### src/rtl/core/sba_pkg.sv
// Package for the sector bitmap allocator: sizes, command codes and the
// structures passed between the sequencer and the word unit. No dependencies.
package sba_pkg;

  localparam int SECTORS      = 4096;
  localparam int SECTOR_BYTES = 512;

  localparam int IDX_W  = 12;
  localparam int SIZE_W = 21;
  localparam int CMD_W  = 3;
  localparam int RUN_W  = SIZE_W + 1;

  localparam int WORD_BITS = 64;
  localparam int WORDS     = SECTORS / WORD_BITS;
  localparam int BIT_W     = $clog2(WORD_BITS);
  localparam int WADDR_W   = $clog2(WORDS);
  localparam int LOG_SB    = $clog2(SECTOR_BYTES);

  localparam logic [IDX_W-1:0] LAST_SECTOR = IDX_W'(SECTORS - 1);

  localparam logic [CMD_W-1:0] CMD_SET   = 3'd0;
  localparam logic [CMD_W-1:0] CMD_CLEAR = 3'd1;
  localparam logic [CMD_W-1:0] CMD_TEST  = 3'd2;
  localparam logic [CMD_W-1:0] CMD_FIND0 = 3'd3;
  localparam logic [CMD_W-1:0] CMD_FINDS = 3'd4;
  localparam logic [CMD_W-1:0] CMD_RUN   = 3'd5;

  typedef struct packed {
    logic             op_clear;
    logic [BIT_W-1:0] lo;
    logic [BIT_W-1:0] hi;
  } sba_alu_op_t;

  typedef struct packed {
    logic [WORD_BITS-1:0] new_word;
    logic                 hit_any;
    logic                 free_any;
    logic [BIT_W-1:0]     free_pos;
  } sba_alu_res_t;

endpackage

### src/rtl/core/sba_if.sv
// Valid/ready channel interfaces for the command and result beats of the
// sector bitmap allocator. Depends on sba_pkg.
interface sba_in_if;
  import sba_pkg::*;

  logic             valid;
  logic             ready;
  logic [CMD_W-1:0]  command;
  logic [IDX_W-1:0]  sector_index;
  logic [SIZE_W-1:0] size_bytes;

  modport source (output valid, command, sector_index, size_bytes, input ready);
  modport sink   (input valid, command, sector_index, size_bytes, output ready);
endinterface

interface sba_out_if;
  import sba_pkg::*;

  logic             valid;
  logic             ready;
  logic             bit_value;
  logic             found;
  logic [IDX_W-1:0] free_sector;
  logic             range_error;

  modport source (output valid, bit_value, found, free_sector, range_error, input ready);
  modport sink   (input valid, bit_value, found, free_sector, range_error, output ready);
endinterface

### src/rtl/core/sba_bitmap_mem.sv
// Bitmap storage: one word of sector bits per row, registered read, and a
// valid bit per row so that unwritten rows read as free. Depends on sba_pkg.
module sba_bitmap_mem (
  input  logic                          clk,
  input  logic                          rst_n,
  input  logic                          rd_en,
  input  logic [sba_pkg::WADDR_W-1:0]   rd_addr,
  input  logic                          wr_en,
  input  logic [sba_pkg::WADDR_W-1:0]   wr_addr,
  input  logic [sba_pkg::WORD_BITS-1:0] wr_data,
  output logic [sba_pkg::WORD_BITS-1:0] rd_data
);
  import sba_pkg::*;

  logic [WORD_BITS-1:0] mem_r [WORDS];
  logic [WORDS-1:0]     row_vld_r;
  logic [WORD_BITS-1:0] rd_data_r;
  logic                 rd_vld_r;

  always_ff @(posedge clk) begin
    if (wr_en) begin
      mem_r[wr_addr] <= wr_data;
    end
    if (rd_en) begin
      rd_data_r <= mem_r[rd_addr];
    end
  end

  always_ff @(posedge clk) begin
    if (!rst_n) begin
      row_vld_r <= '0;
      rd_vld_r  <= 1'b0;
    end else begin
      if (wr_en) begin
        row_vld_r[wr_addr] <= 1'b1;
      end
      if (rd_en) begin
        rd_vld_r <= row_vld_r[rd_addr];
      end
    end
  end

  assign rd_data = rd_vld_r ? rd_data_r : '0;

endmodule

### src/rtl/core/sba_word_alu.sv
// Shared word unit: builds the bit mask for a span of one bitmap word, sets or
// clears it, tests it and finds the lowest free bit. Depends on sba_pkg.
module sba_word_alu (
  input  logic [sba_pkg::WORD_BITS-1:0] word,
  input  sba_pkg::sba_alu_op_t          op,
  output sba_pkg::sba_alu_res_t         res
);
  import sba_pkg::*;

  logic [WORD_BITS-1:0] lo_mask;
  logic [WORD_BITS-1:0] hi_mask;
  logic [WORD_BITS-1:0] mask;
  logic [WORD_BITS-1:0] free_bits;
  logic [BIT_W-1:0]     pos;

  always_comb begin
    lo_mask   = {WORD_BITS{1'b1}} << op.lo;
    hi_mask   = {WORD_BITS{1'b1}} >> (BIT_W'(WORD_BITS - 1) - op.hi);
    mask      = lo_mask & hi_mask;
    free_bits = ~word & mask;
    pos       = '0;
    for (int i = WORD_BITS - 1; i >= 0; i--) begin
      if (free_bits[i]) begin
        pos = BIT_W'(i);
      end
    end
    res.new_word = op.op_clear ? (word & ~mask) : (word | mask);
    res.hit_any  = |(word & mask);
    res.free_any = |free_bits;
    res.free_pos = pos;
  end

endmodule

### src/rtl/core/sector_bitmap_allocator.sv
// Sector bitmap allocator top level: command sequencer around the bitmap
// storage and the shared word unit. Depends on sba_pkg, sba_if, sba_bitmap_mem
// and sba_word_alu.
//
//   channel  direction  beat contents
//   in_ch    sink       command, sector_index, size_bytes
//   out_ch   source     bit_value, found, free_sector, range_error
//   cfg_*    write      search_start
//
// Set, clear and test go from the accepted beat through the read, work and done
// states to the result beat; a bad index or search start goes straight to done.
// A find reads one 64-sector bitmap word per cycle until a free bit or the last
// word; a run mark sets every word it touches. A new command is accepted
// whenever the sequencer is idle, even while a result beat waits. Reset clears
// the row valid bits at once, so the whole bitmap reads as free.
module sector_bitmap_allocator (
  input  logic                      clk,
  input  logic                      rst_n,
  sba_in_if.sink                    in_ch,
  sba_out_if.source                 out_ch,
  input  logic                      cfg_we,
  input  logic [sba_pkg::IDX_W-1:0] cfg_data
);
  import sba_pkg::*;

  localparam logic [1:0] ST_IDLE = 2'd0;
  localparam logic [1:0] ST_READ = 2'd1;
  localparam logic [1:0] ST_WORK = 2'd2;
  localparam logic [1:0] ST_DONE = 2'd3;

  logic [1:0]         state_r;
  logic [1:0]         state_nxt;
  logic [IDX_W-1:0]   search_start_r;
  logic [CMD_W-1:0]   cmd_r;
  logic [IDX_W-1:0]   first_r;
  logic [IDX_W-1:0]   last_r;
  logic [WADDR_W-1:0] addr_r;
  logic               res_bit_r;
  logic               res_found_r;
  logic [IDX_W-1:0]   res_free_r;
  logic               res_rerr_r;
  logic               out_valid_r;
  logic               out_bit_r;
  logic               out_found_r;
  logic [IDX_W-1:0]   out_free_r;
  logic               out_rerr_r;

  logic               in_acc;
  logic               out_free;
  logic               idx_oor;
  logic [RUN_W-1:0]   run_sum;
  logic               run_over;
  logic [IDX_W-1:0]   acc_first;
  logic [IDX_W-1:0]   acc_last;
  logic               acc_rerr;
  logic               acc_skip;

  logic               is_find;
  logic               last_word;
  logic               step;
  logic               rd_en;
  logic [WADDR_W-1:0] rd_addr;
  logic               wr_en;
  logic [WORD_BITS-1:0] rd_word;
  sba_alu_op_t        alu_op;
  sba_alu_res_t       alu_res;

  sba_bitmap_mem u_mem (
    .clk     (clk),
    .rst_n   (rst_n),
    .rd_en   (rd_en),
    .rd_addr (rd_addr),
    .wr_en   (wr_en),
    .wr_addr (addr_r),
    .wr_data (alu_res.new_word),
    .rd_data (rd_word)
  );

  sba_word_alu u_alu (
    .word (rd_word),
    .op   (alu_op),
    .res  (alu_res)
  );

  assign in_ch.ready = (state_r == ST_IDLE);
  assign in_acc      = in_ch.valid && in_ch.ready;
  assign out_free    = !out_valid_r || out_ch.ready;

  always_comb begin
    idx_oor  = 32'(in_ch.sector_index) >= SECTORS;
    run_sum  = RUN_W'(in_ch.sector_index) + RUN_W'(in_ch.size_bytes >> LOG_SB);
    run_over = 32'(run_sum) >= SECTORS;
    acc_first = in_ch.sector_index;
    acc_last  = in_ch.sector_index;
    acc_rerr  = 1'b0;
    acc_skip  = 1'b0;
    unique case (in_ch.command)
      CMD_SET, CMD_CLEAR, CMD_TEST: begin
        acc_rerr = idx_oor;
        acc_skip = idx_oor;
      end
      CMD_FIND0: begin
        acc_first = '0;
        acc_last  = LAST_SECTOR;
      end
      CMD_FINDS: begin
        acc_first = search_start_r;
        acc_last  = LAST_SECTOR;
        acc_rerr  = 32'(search_start_r) >= SECTORS;
        acc_skip  = acc_rerr;
      end
      CMD_RUN: begin
        acc_last = run_over ? LAST_SECTOR : run_sum[IDX_W-1:0];
        acc_rerr = idx_oor || run_over;
        acc_skip = idx_oor;
      end
      default: begin
        acc_skip = 1'b1;
      end
    endcase
  end

  always_comb begin
    is_find   = (cmd_r == CMD_FIND0) || (cmd_r == CMD_FINDS);
    last_word = (addr_r == last_r[BIT_W +: WADDR_W]);
    alu_op.op_clear = (cmd_r == CMD_CLEAR);
    alu_op.lo = (addr_r == first_r[BIT_W +: WADDR_W]) ? first_r[BIT_W-1:0] : '0;
    alu_op.hi = last_word ? last_r[BIT_W-1:0] : '1;
    step  = (state_r == ST_WORK) && !last_word &&
            ((cmd_r == CMD_RUN) || (is_find && !alu_res.free_any));
    wr_en = (state_r == ST_WORK) &&
            ((cmd_r == CMD_SET) || (cmd_r == CMD_CLEAR) || (cmd_r == CMD_RUN));
    rd_en   = (state_r == ST_READ) || step;
    rd_addr = (state_r == ST_READ) ? addr_r : addr_r + 1'b1;
  end

  always_comb begin
    state_nxt = state_r;
    unique case (state_r)
      ST_IDLE: begin
        if (in_acc) begin
          state_nxt = acc_skip ? ST_DONE : ST_READ;
        end
      end
      ST_READ: state_nxt = ST_WORK;
      ST_WORK: state_nxt = step ? ST_WORK : ST_DONE;
      ST_DONE: begin
        if (out_free) begin
          state_nxt = ST_IDLE;
        end
      end
      default: state_nxt = ST_IDLE;
    endcase
  end

  always_ff @(posedge clk) begin
    if (!rst_n) begin
      state_r        <= ST_IDLE;
      out_valid_r    <= 1'b0;
      search_start_r <= '0;
    end else begin
      state_r <= state_nxt;
      if (cfg_we) begin
        search_start_r <= cfg_data;
      end
      if ((state_r == ST_DONE) && out_free) begin
        out_valid_r <= 1'b1;
      end else if (out_ch.ready) begin
        out_valid_r <= 1'b0;
      end
    end
  end

  always_ff @(posedge clk) begin
    if (in_acc) begin
      cmd_r       <= in_ch.command;
      first_r     <= acc_first;
      last_r      <= acc_last;
      addr_r      <= acc_first[BIT_W +: WADDR_W];
      res_bit_r   <= 1'b0;
      res_found_r <= 1'b0;
      res_free_r  <= '0;
      res_rerr_r  <= acc_rerr;
    end
    if (state_r == ST_WORK) begin
      if (cmd_r == CMD_TEST) begin
        res_bit_r <= alu_res.hit_any;
      end
      if (is_find && alu_res.free_any) begin
        res_found_r <= 1'b1;
        res_free_r  <= IDX_W'({addr_r, alu_res.free_pos});
      end
      if (step) begin
        addr_r <= addr_r + 1'b1;
      end
    end
    if ((state_r == ST_DONE) && out_free) begin
      out_bit_r   <= res_bit_r;
      out_found_r <= res_found_r;
      out_free_r  <= res_free_r;
      out_rerr_r  <= res_rerr_r;
    end
  end

  assign out_ch.valid       = out_valid_r;
  assign out_ch.bit_value   = out_bit_r;
  assign out_ch.found       = out_found_r;
  assign out_ch.free_sector = out_free_r;
  assign out_ch.range_error = out_rerr_r;

  a_wr_in_work: assert property (@(posedge clk) disable iff (!rst_n)
    wr_en |-> (state_r == ST_WORK) && (cmd_r != CMD_TEST) && !is_find)
    else $error("bitmap written outside a modifying command");

  a_acc_leaves_idle: assert property (@(posedge clk) disable iff (!rst_n)
    in_acc |=> (state_r != ST_IDLE))
    else $error("sequencer stayed idle after an accepted beat");

  a_found_no_rerr: assert property (@(posedge clk) disable iff (!rst_n)
    out_ch.valid |-> !(out_ch.found && out_ch.range_error))
    else $error("result reports both found and range error");

  a_found_no_bit: assert property (@(posedge clk) disable iff (!rst_n)
    out_ch.valid |-> !(out_ch.found && out_ch.bit_value))
    else $error("result reports both found and a tested bit");

endmodule
### src/flat_wrapper.sv
// flat-port wrapper written by rule: the top's interface ports become plain ports
module sector_bitmap_allocator_flat import sba_pkg::*;
  (clk, rst_n, cfg_we, cfg_data, in_ch_valid, in_ch_command, in_ch_sector_index, in_ch_size_bytes, in_ch_ready, out_ch_valid, out_ch_bit_value, out_ch_found, out_ch_free_sector, out_ch_range_error, out_ch_ready);
  sba_in_if in_ch_i ();
  sba_out_if out_ch_i ();
  input  logic clk;
  input  logic rst_n;
  input  logic cfg_we;
  input  logic [sba_pkg::IDX_W-1:0] cfg_data;
  input wire logic [$bits(in_ch_i.valid)-1:0] in_ch_valid;
  input wire logic [$bits(in_ch_i.command)-1:0] in_ch_command;
  input wire logic [$bits(in_ch_i.sector_index)-1:0] in_ch_sector_index;
  input wire logic [$bits(in_ch_i.size_bytes)-1:0] in_ch_size_bytes;
  output wire logic [$bits(in_ch_i.ready)-1:0] in_ch_ready;
  output wire logic [$bits(out_ch_i.valid)-1:0] out_ch_valid;
  output wire logic [$bits(out_ch_i.bit_value)-1:0] out_ch_bit_value;
  output wire logic [$bits(out_ch_i.found)-1:0] out_ch_found;
  output wire logic [$bits(out_ch_i.free_sector)-1:0] out_ch_free_sector;
  output wire logic [$bits(out_ch_i.range_error)-1:0] out_ch_range_error;
  input wire logic [$bits(out_ch_i.ready)-1:0] out_ch_ready;
  assign in_ch_i.valid = in_ch_valid;
  assign in_ch_i.command = in_ch_command;
  assign in_ch_i.sector_index = in_ch_sector_index;
  assign in_ch_i.size_bytes = in_ch_size_bytes;
  assign in_ch_ready = in_ch_i.ready;
  assign out_ch_valid = out_ch_i.valid;
  assign out_ch_bit_value = out_ch_i.bit_value;
  assign out_ch_found = out_ch_i.found;
  assign out_ch_free_sector = out_ch_i.free_sector;
  assign out_ch_range_error = out_ch_i.range_error;
  assign out_ch_i.ready = out_ch_ready;
  sector_bitmap_allocator u_core (.clk(clk), .rst_n(rst_n), .in_ch(in_ch_i), .out_ch(out_ch_i), .cfg_we(cfg_we), .cfg_data(cfg_data));
endmodule
### config.mk
export PLATFORM = sky130hd
export DESIGN_NAME = sector_bitmap_allocator_flat
export DESIGN_NICKNAME = d
export VERILOG_FILES = /design/src/rtl/core/sba_pkg.sv /design/src/rtl/core/sba_if.sv /design/src/rtl/core/sba_bitmap_mem.sv /design/src/rtl/core/sba_word_alu.sv /design/src/rtl/core/sector_bitmap_allocator.sv /design/src/flat_wrapper.sv
export SDC_FILE = /design/constraint.sdc
export NUM_CORES = 2
export LEC_CHECK = 0
export ABC_AREA = 0
export BUFFER_PORTS_ARGS = -buffer_cell sky130_fd_sc_hd__buf_4
export CAP_MARGIN = 20
export CORE_ASPECT_RATIO = 1.5
export CORE_MARGIN = 8
export CORE_UTILIZATION = 30
export CTS_CLUSTER_DIAMETER = 150
export CTS_CLUSTER_SIZE = 16
export DETAILED_ROUTE_END_ITERATION = 8
export SYNTH_ARGS = -nofsm -noshare
export SYNTH_HDL_FRONTEND = slang
export SYNTH_SLANG_ARGS = --single-unit
### constraint.sdc
create_clock -name clk -period 14.1 [get_ports clk]
set_input_delay 1.41 -clock clk [delete_from_list [all_inputs] [get_ports clk]]
set_output_delay 1.41 -clock clk [all_outputs]
set_load 0.03 [all_outputs]
-- Yosys cells after proc, flatten, opt, wreduce, memory -nomap -nowiden
Memory sizes are Yosys's and may differ from the RTL's. A register that Yosys moved wholly into a read port is not among the register bits.
Index checks and enable logic that the tools add are counted.
- add/sub/neg operators: 3
- magnitude comparators: 4
- equal/unequal tests: 17
- shift-type cells: 2
- multiplexer cells: 97
- bitwise logic cells: 8
- reduce and logical (&&, ||, !) cells: 26
- operators with widths (cell ; number):
    two-way mux 6 bit ; 70
    bitwise AND 64 bit ; 4
    two-way mux 64 bit ; 2
    inverter 64 bit ; 2
    bitwise OR 64 bit ; 2
    OR reduction 64 bit ; 2
    left shift 64 x 6 -> 64 bit (first input constant) ; 1
    right shift 64 x 6 -> 64 bit (first input constant) ; 1
    two-way mux 12 bit ; 4
    one-hot mux 12 bit (2 select lines) ; 2
    greater-or-equal comparator 22 x 13 -> 1 bit (second input constant) ; 1
    less-than comparator 6 x 7 -> 1 bit (second input constant) ; 2
    adder 12 x 12 -> 13 bit ; 1
    two-way mux 1 bit ; 13
    equality test 3 x 2 -> 1 bit (second input constant) ; 4
    equality test 3 bit (second input constant) ; 4
    equality test 6 bit ; 2
    logical AND 1 bit ; 8
    one-hot mux 2 bit (4 select lines) ; 1
    adder 6 x 1 -> 6 bit (second input constant) ; 1
    binary-select mux 1 bit (select 6 bit) ; 1
    demux 1 bit (select 6 bit) ; 1
    equality test 3 x 1 -> 1 bit (second input constant) ; 2
    greater-or-equal comparator 6 x 1 -> 1 bit (second input constant) ; 1
    14 further kinds ; 25
- bits in registers: 143
- RAM bits: 4096
- bits of input ports: 53
- output and inout bits: 17
- memories: 1
- memory list (memory ; depth ; bits a word ; rd ports ; clocked after memory_dff ; wr ports ; RTL line ; text):
    u_core.u_mem.mem_r ; 64 ; 64 ; 1 ; 1 ; 1 ; sba_bitmap_mem.sv:15 ; logic [WORD_BITS-1:0] mem_r [WORDS];

-- Logic depth before layout (Yosys ltp)
- depth in word-level cells: 72
- mapped depth: 15
- depth with buffers taken out: 13

-- By module
From an unflattened synthesis, not the netlist that was laid out.
- cells, all modules: 7378
- area, all modules: 167709.6 µm²
- by module, submodules not included (module ; instances ; cells each ; area each (µm²)):
    sba_bitmap_mem ; 1 ; 6320 ; 159565.5
    sector_bitmap_allocator ; 1 ; 420 ; 4161.5
    sba_word_alu ; 1 ; 638 ; 3982.6

-- Worst setup path before layout
Ideal clock, no wire load.
- kind: flip-flop to flip-flop
- from: register u_core.addr_r[1]
- to: register u_core.u_mem.rd_data_r[0] (read register of u_core.u_mem.mem_r), enable pin
- setup time: 0.434 ns
- arrival: 4.603 ns
- data required time: 13.666 ns
- path slack: 9.063 ns
- cell stages (with the launch flop): 14
- buffers on the path: 3
- period minus slack after synthesis: 5.037 ns
- cells stage by stage: dfxtp_1 -> buf_6 -> xor2_1 -> or2_1 -> buf_2 -> or3_1 -> buf_6 -> o22ai_4 -> a21oi_2 -> or4b_4 -> nor3_4 -> nand4_1 -> a221o_1 -> nand2b_1
- word-level cells in the longest chain between the ends: 12
- elaborated cells between the ends (all ways): 19
- those cells by class: add/sub: 2; eq/ne: 2; shift: 2; mux: 3; bitwise: 2; reduce/logical: 8
- RTL lines (what ; RTL line ; text):
    start, declared ; sector_bitmap_allocator.sv:37 ; logic [WADDR_W-1:0] addr_r;
    start signal, assigned ; sector_bitmap_allocator.sv:179 ; addr_r <= acc_first[BIT_W +: WADDR_W];
    start signal, assigned ; sector_bitmap_allocator.sv:194 ; addr_r <= addr_r + 1'b1;
    equality test 6 bit ; sector_bitmap_allocator.sv:125 ; last_word = (addr_r == last_r[BIT_W +: WADDR_W]);
    two-way mux 6 bit ; sector_bitmap_allocator.sv:128 ; alu_op.hi = last_word ? last_r[BIT_W-1:0] : '1;
    subtractor 6 bit ; sba_word_alu.sv:18 ; hi_mask = {WORD_BITS{1'b1}} >> (BIT_W'(WORD_BITS - 1) - op.hi);
    right shift 64 x 6 -> 64 bit ; sba_word_alu.sv:18 ;
    bitwise AND 64 bit ; sba_word_alu.sv:19 ; mask = lo_mask & hi_mask;
    bitwise AND 64 bit ; sba_word_alu.sv:20 ; free_bits = ~word & mask;
    OR reduction 64 bit ; sba_word_alu.sv:29 ; res.free_any = |free_bits;
    zero test 1 bit ; sector_bitmap_allocator.sv:130 ; ((cmd_r == CMD_RUN) || (is_find && !alu_res.free_any));
    logical AND 1 bit ; sector_bitmap_allocator.sv:130 ;
    logical OR 1 bit ; sector_bitmap_allocator.sv:130 ;
    logical AND 1 bit * ; sector_bitmap_allocator.sv:129 ; step = (state_r == ST_WORK) && !last_word &&
    logical OR 1 bit * ; sector_bitmap_allocator.sv:133 ; rd_en = (state_r == ST_READ) || step;
    named net u_core.rd_en ; sector_bitmap_allocator.sv:61 ; logic rd_en;
    end, declared ; sba_bitmap_mem.sv:17 ; logic [WORD_BITS-1:0] rd_data_r;
The timed path passes the listed nets; every way through them passes the cells marked *.
A chain may end at the register's enable or synchronous reset.

-- Worst setup path in the final report
- from: register u_core.addr_r[2]
- to: register u_core.u_mem.rd_data_r[7] (read register of u_core.u_mem.mem_r), enable pin
Same word-level chain as after synthesis.

==> results by group <==
Clocking
  • Worst-skew pair later-pin latency: 0.97 ns
  • Clock tree buffer depth: 4
  • Cts bufs inserted: 310
  • CTS Hold Buffers Added: 0
  • TritonCTS clock tree: built
  • Worst-path clk slew: 0.08 ns
  • Root Buffer: clkbuf_16
  • Htree depth: 5
  • Sink Count: 4,303
  • Postcts setup bufs: 0
  • CTS resizes: 0

Placement
  • IO buf count: 60
  • GPL Wtd Cong: 0.935
  • Hpwl dp: 282,000 microns
  • DP Cell Count: 14,700
  • Setup WS pre-CTS: 7.71 ns

Global routing
  • Largest net degree at the start of global routing: 149
  • Met1 global-route usage: 0.197
  • Gr usage total: 0.167
  • Met2 usage: 0.306
  • Vias in the first global route: 83,600
  • First-pass GRT wire length: 687,000 microns
  • Initial antenna violation count: 16
  • Met3 GRT Util: 0.0218
  • Remaining Overflow, GRT: 0
  • Most Crowded Layer GR: met2

Status
  • Status: finished, final reports clean

Critical path
  • CP endpoint: u_core.u_mem.rd_data_r[7]
  • RR Endpoint: u_core.u_mem.rd_data_r[7]
  • Crit Path Max Fanout: 35
  • R2R setup slack: 7.47 ns
  • CP Launch Point: u_core.addr_r[2]
  • Req. time, crit path: 14.69 ns
  • Worst setup SP type: register
  • WP data arrival: 7.22 ns
  • Critical path class: reg -> reg
  • Worst reg2reg path depth: 11
  • Endpoint class of the critical path: register
  • Reg2reg start: u_core.addr_r[2]

Finish
  • P&R area growth vs syn: 12.3%
  • Nets: 7,682
  • # fillers: 51,700
  • Fin util: 0.338
  • Post-Layout Cell Count: 15,100
  • Layout cell share with drive strength beyond 1: 0.292

Die
  • Starting Density: 0.301
  • Core footprint: 557,000 sq um
  • Die area: 584,000 sq um
  • Overall die height: 932 microns
  • Die W: 626 microns
  • I/O pins: 70
  • Rows: 336

Worst hold path
  • Type of the worst min-delay path: reg -> reg
  • Hold path start: u_core.res_free_r[3]

Power and ir drop
  • Internal Power: 0.0267 W
  • Worst vdd ir: 0.000288 V
  • Switching share of power: 0.327
  • Sequential share of power: 0.388
  • Clock Power Share: 0.208
  • Net Switching: 0.0130 W
  • Leak pwr: 54.9 nW
  • Logic gate share of total power: 0.404
  • Power Dens Cells: 211 nW/um^2

Drt
  • Detail Route Antenna Nets: 0
  • Vias/cell: 5.36
  • Total iterations of the first detailed-routing run: 6
  • Avg WL per Cell: 33.2 microns
  • First-iteration detailed-routing DRC count: 9,299
  • Via Count: 81,100
  • DRC viols: 0
  • Routed WL: 502,000 microns

Synth
  • YS warnings: 0
  • Ys flop type: edfxtp_1
  • Post-Syn Instances: 7,321
  • Post-synth net total: 7,392
  • Mapped Avg Cell Area: 22.9 sq um
  • Post-synth EDFFs: 4,203
  • Synth Register Bits: 4,303
  • Sequential area share after synthesis: 0.765
  • Yosys cell types: 94
  • Asr flop ratio synth: 0
  • Synthesized area: 168,000 sq um

STA
  • Final TNS setup: 0 ns
  • Worst-margin pin slew: 1.23 ns
  • Final Max Slew Viols: 0
  • RSZ-0062 raised after global routing: no
  • PnR worst setup slack: 7.47 ns
  • Final hold vios: 0
  • Rel. slew slack: 0.170
  • Final worst path period share: 0.470
  • # setup viols final: 0
  • Setup Skew: 0.0998 ns
  • Highest Clock Rate: 0.151 GHz
  • Period minus WS final: 6.63 ns

Run
  • Max Cap Viol: 0
registers in the layout, indices dropped and copies added, names as in the netlist, 2 cells and up:
name	flops
u_core.last_r	12
u_core.u_mem.rd_data_r	64
u_core.state_r	2
u_core.cmd_r	3
u_core.res_free_r	12
u_core.addr_r	6
u_core.out_ch.free_sector	12
u_core.u_mem.row_vld_r	64
u_core.u_mem.mem_r	4096
u_core.search_start_r	12
u_core.first_r	12
cell usage after synthesis (all sizes together) (7+ instances only):
| master | number | area [sq um] |
|---|---|---|
| a211oi | 10 | 75.1 |
| a21boi | 7 | 52.6 |
| a21o | 12 | 90.1 |
| a21oi | 99 | 499 |
| a221oi | 27 | 243 |
| a22o | 9 | 78.8 |
| a22oi | 20 | 150 |
| a31oi | 12 | 75.1 |
| and2 | 14 | 87.6 |
| and3 | 8 | 50.1 |
| buf | 124 | 521 |
| clkbuf | 257 | 965 |
| dfxtp | 100 | 2000 |
| edfxtp | 4203 | 126000 |
| ha | 17 | 213 |
| inv | 58 | 218 |
| mux2i | 29 | 290 |
| mux4 | 1365 | 30700 |
| nand2 | 148 | 558 |
| nand2b | 7 | 43.8 |
| nand3 | 86 | 440 |
| nand4 | 14 | 100 |
| nor2 | 318 | 1210 |
| nor2b | 8 | 50.1 |
| nor3 | 30 | 171 |
| nor4 | 13 | 81.3 |
| o211ai | 17 | 128 |
| o21ai | 97 | 485 |
| o21bai | 9 | 67.6 |
| o221ai | 7 | 67.6 |
| o22a | 13 | 114 |
| o22ai | 27 | 220 |
| or2 | 12 | 75.1 |
| or3 | 13 | 81.3 |
| xnor2 | 23 | 224 |
routing by layer:
metal  vias to the layer above  share of wire
li1                      31700              -
met1                     45000           0.36
met2                      3556           0.53
met3                       848          0.061
met4                         4          0.047
met5                         -       0.000068
per-stage QoR:
stage	cell area, sq um	total power, W	hold WS [ns]
after floorplan	168000	0.0267	0.400
after global placement	180000	0.0317	0.411
after detailed placement	180000	0.0319	0.413
after CTS	188000	0.0401	0.448
after global routing	188000	0.0410	0.456
final	188000	0.0396	0.446
cell families after synthesis:
group | Yosys count | share of synthesized area
XOR/XNOR | 29 | 0.00165
multiplexers | 1395 | 0.185
AO/OA/AOI/OAI | 438 | 0.0179
buffers and inverters | 441 | 0.0102
adder cells (fa/ha/maj) | 18 | 0.00139
AND/OR/NAND/NOR | 697 | 0.0190
flip-flops | 4303 | 0.765
cell type report:
type | count | area, sq um | area share
diodes | 8 | 20.0 | 0.000106
clock buffers | 356 | 8060 | 0.0428
clock inverters | 16 | 253 | 0.00134
inverters | 60 | 225 | 0.00120
multi-input cells | 2577 | 39100 | 0.208
flip-flops and latches | 4303 | 128000 | 0.681
well taps | 7436 | 9300 | 0.0494
repair buffers | 359 | 3100 | 0.0165
how the worst min path moves through the flow:
stage	slack, ns	endpoint	depth (start not counted)
6_report	0.45	u_core.out_ch.free_sector[3]	0
5_1_grt	0.46	u_core.out_ch.free_sector[6]	0
4_1_cts	0.45	u_core.out_ch.free_sector[1]	0
3_5_place_dp	0.41	u_core.out_ch.range_error	0
3_3_place_gp	0.41	u_core.out_ch.range_error	0
2_1_floorplan	0.40	u_core.out_ch.range_error	0
worst max-delay path, stage by stage (launching register included):
cell	delay, ns
dfxtp_1	0.73
xor2_1	0.24
nor3_1	0.68
nand2_1	0.53
o22ai_1	0.99
o221ai_1	0.33
nor4_1	0.38
nor4b_4	0.52
nand4_1	0.28
a221o_1	0.62
nand2b_4	0.58
buf_16	0.27
power by group through the flow:
| stage | clock network, W | registers, W | logic, W |
|---|---|---|---|
| 6_report | 0.00825 | 0.0154 | 0.0160 |
| 5_1_grt | 0.00879 | 0.0154 | 0.0168 |
| 4_1_cts | 0.00842 | 0.0154 | 0.0163 |
| 3_5_place_dp | 0 | 0.0156 | 0.0163 |
| 3_3_place_gp | 0 | 0.0156 | 0.0161 |
| 2_1_floorplan | 0 | 0.0155 | 0.0111 |
placed cells by master, fill, tap and decap left out, types with 13 or more instances in the layout:
cell type,count
buf_4,328
edfxtp_1,4203
dfxtp_1,99
a221oi_1,26
a21oi_4,16
clkbuf_16,316
a21oi_1,82
nor3_1,26
mux4_2,1365
clkbuf_1,40
a22oi_1,20
nor2_1,249
o21ai_4,35
and2_1,13
xnor2_1,16
nor2_4,65
o21ai_0,62
nand3_1,84
nand2_1,147
o211ai_1,17
o22ai_1,20
or3_1,13
mux2i_1,17
ha_1,17
inv_1,58
o22a_1,13
buf_12,26
No activity file was read; power rests on OpenSTA's default activity.
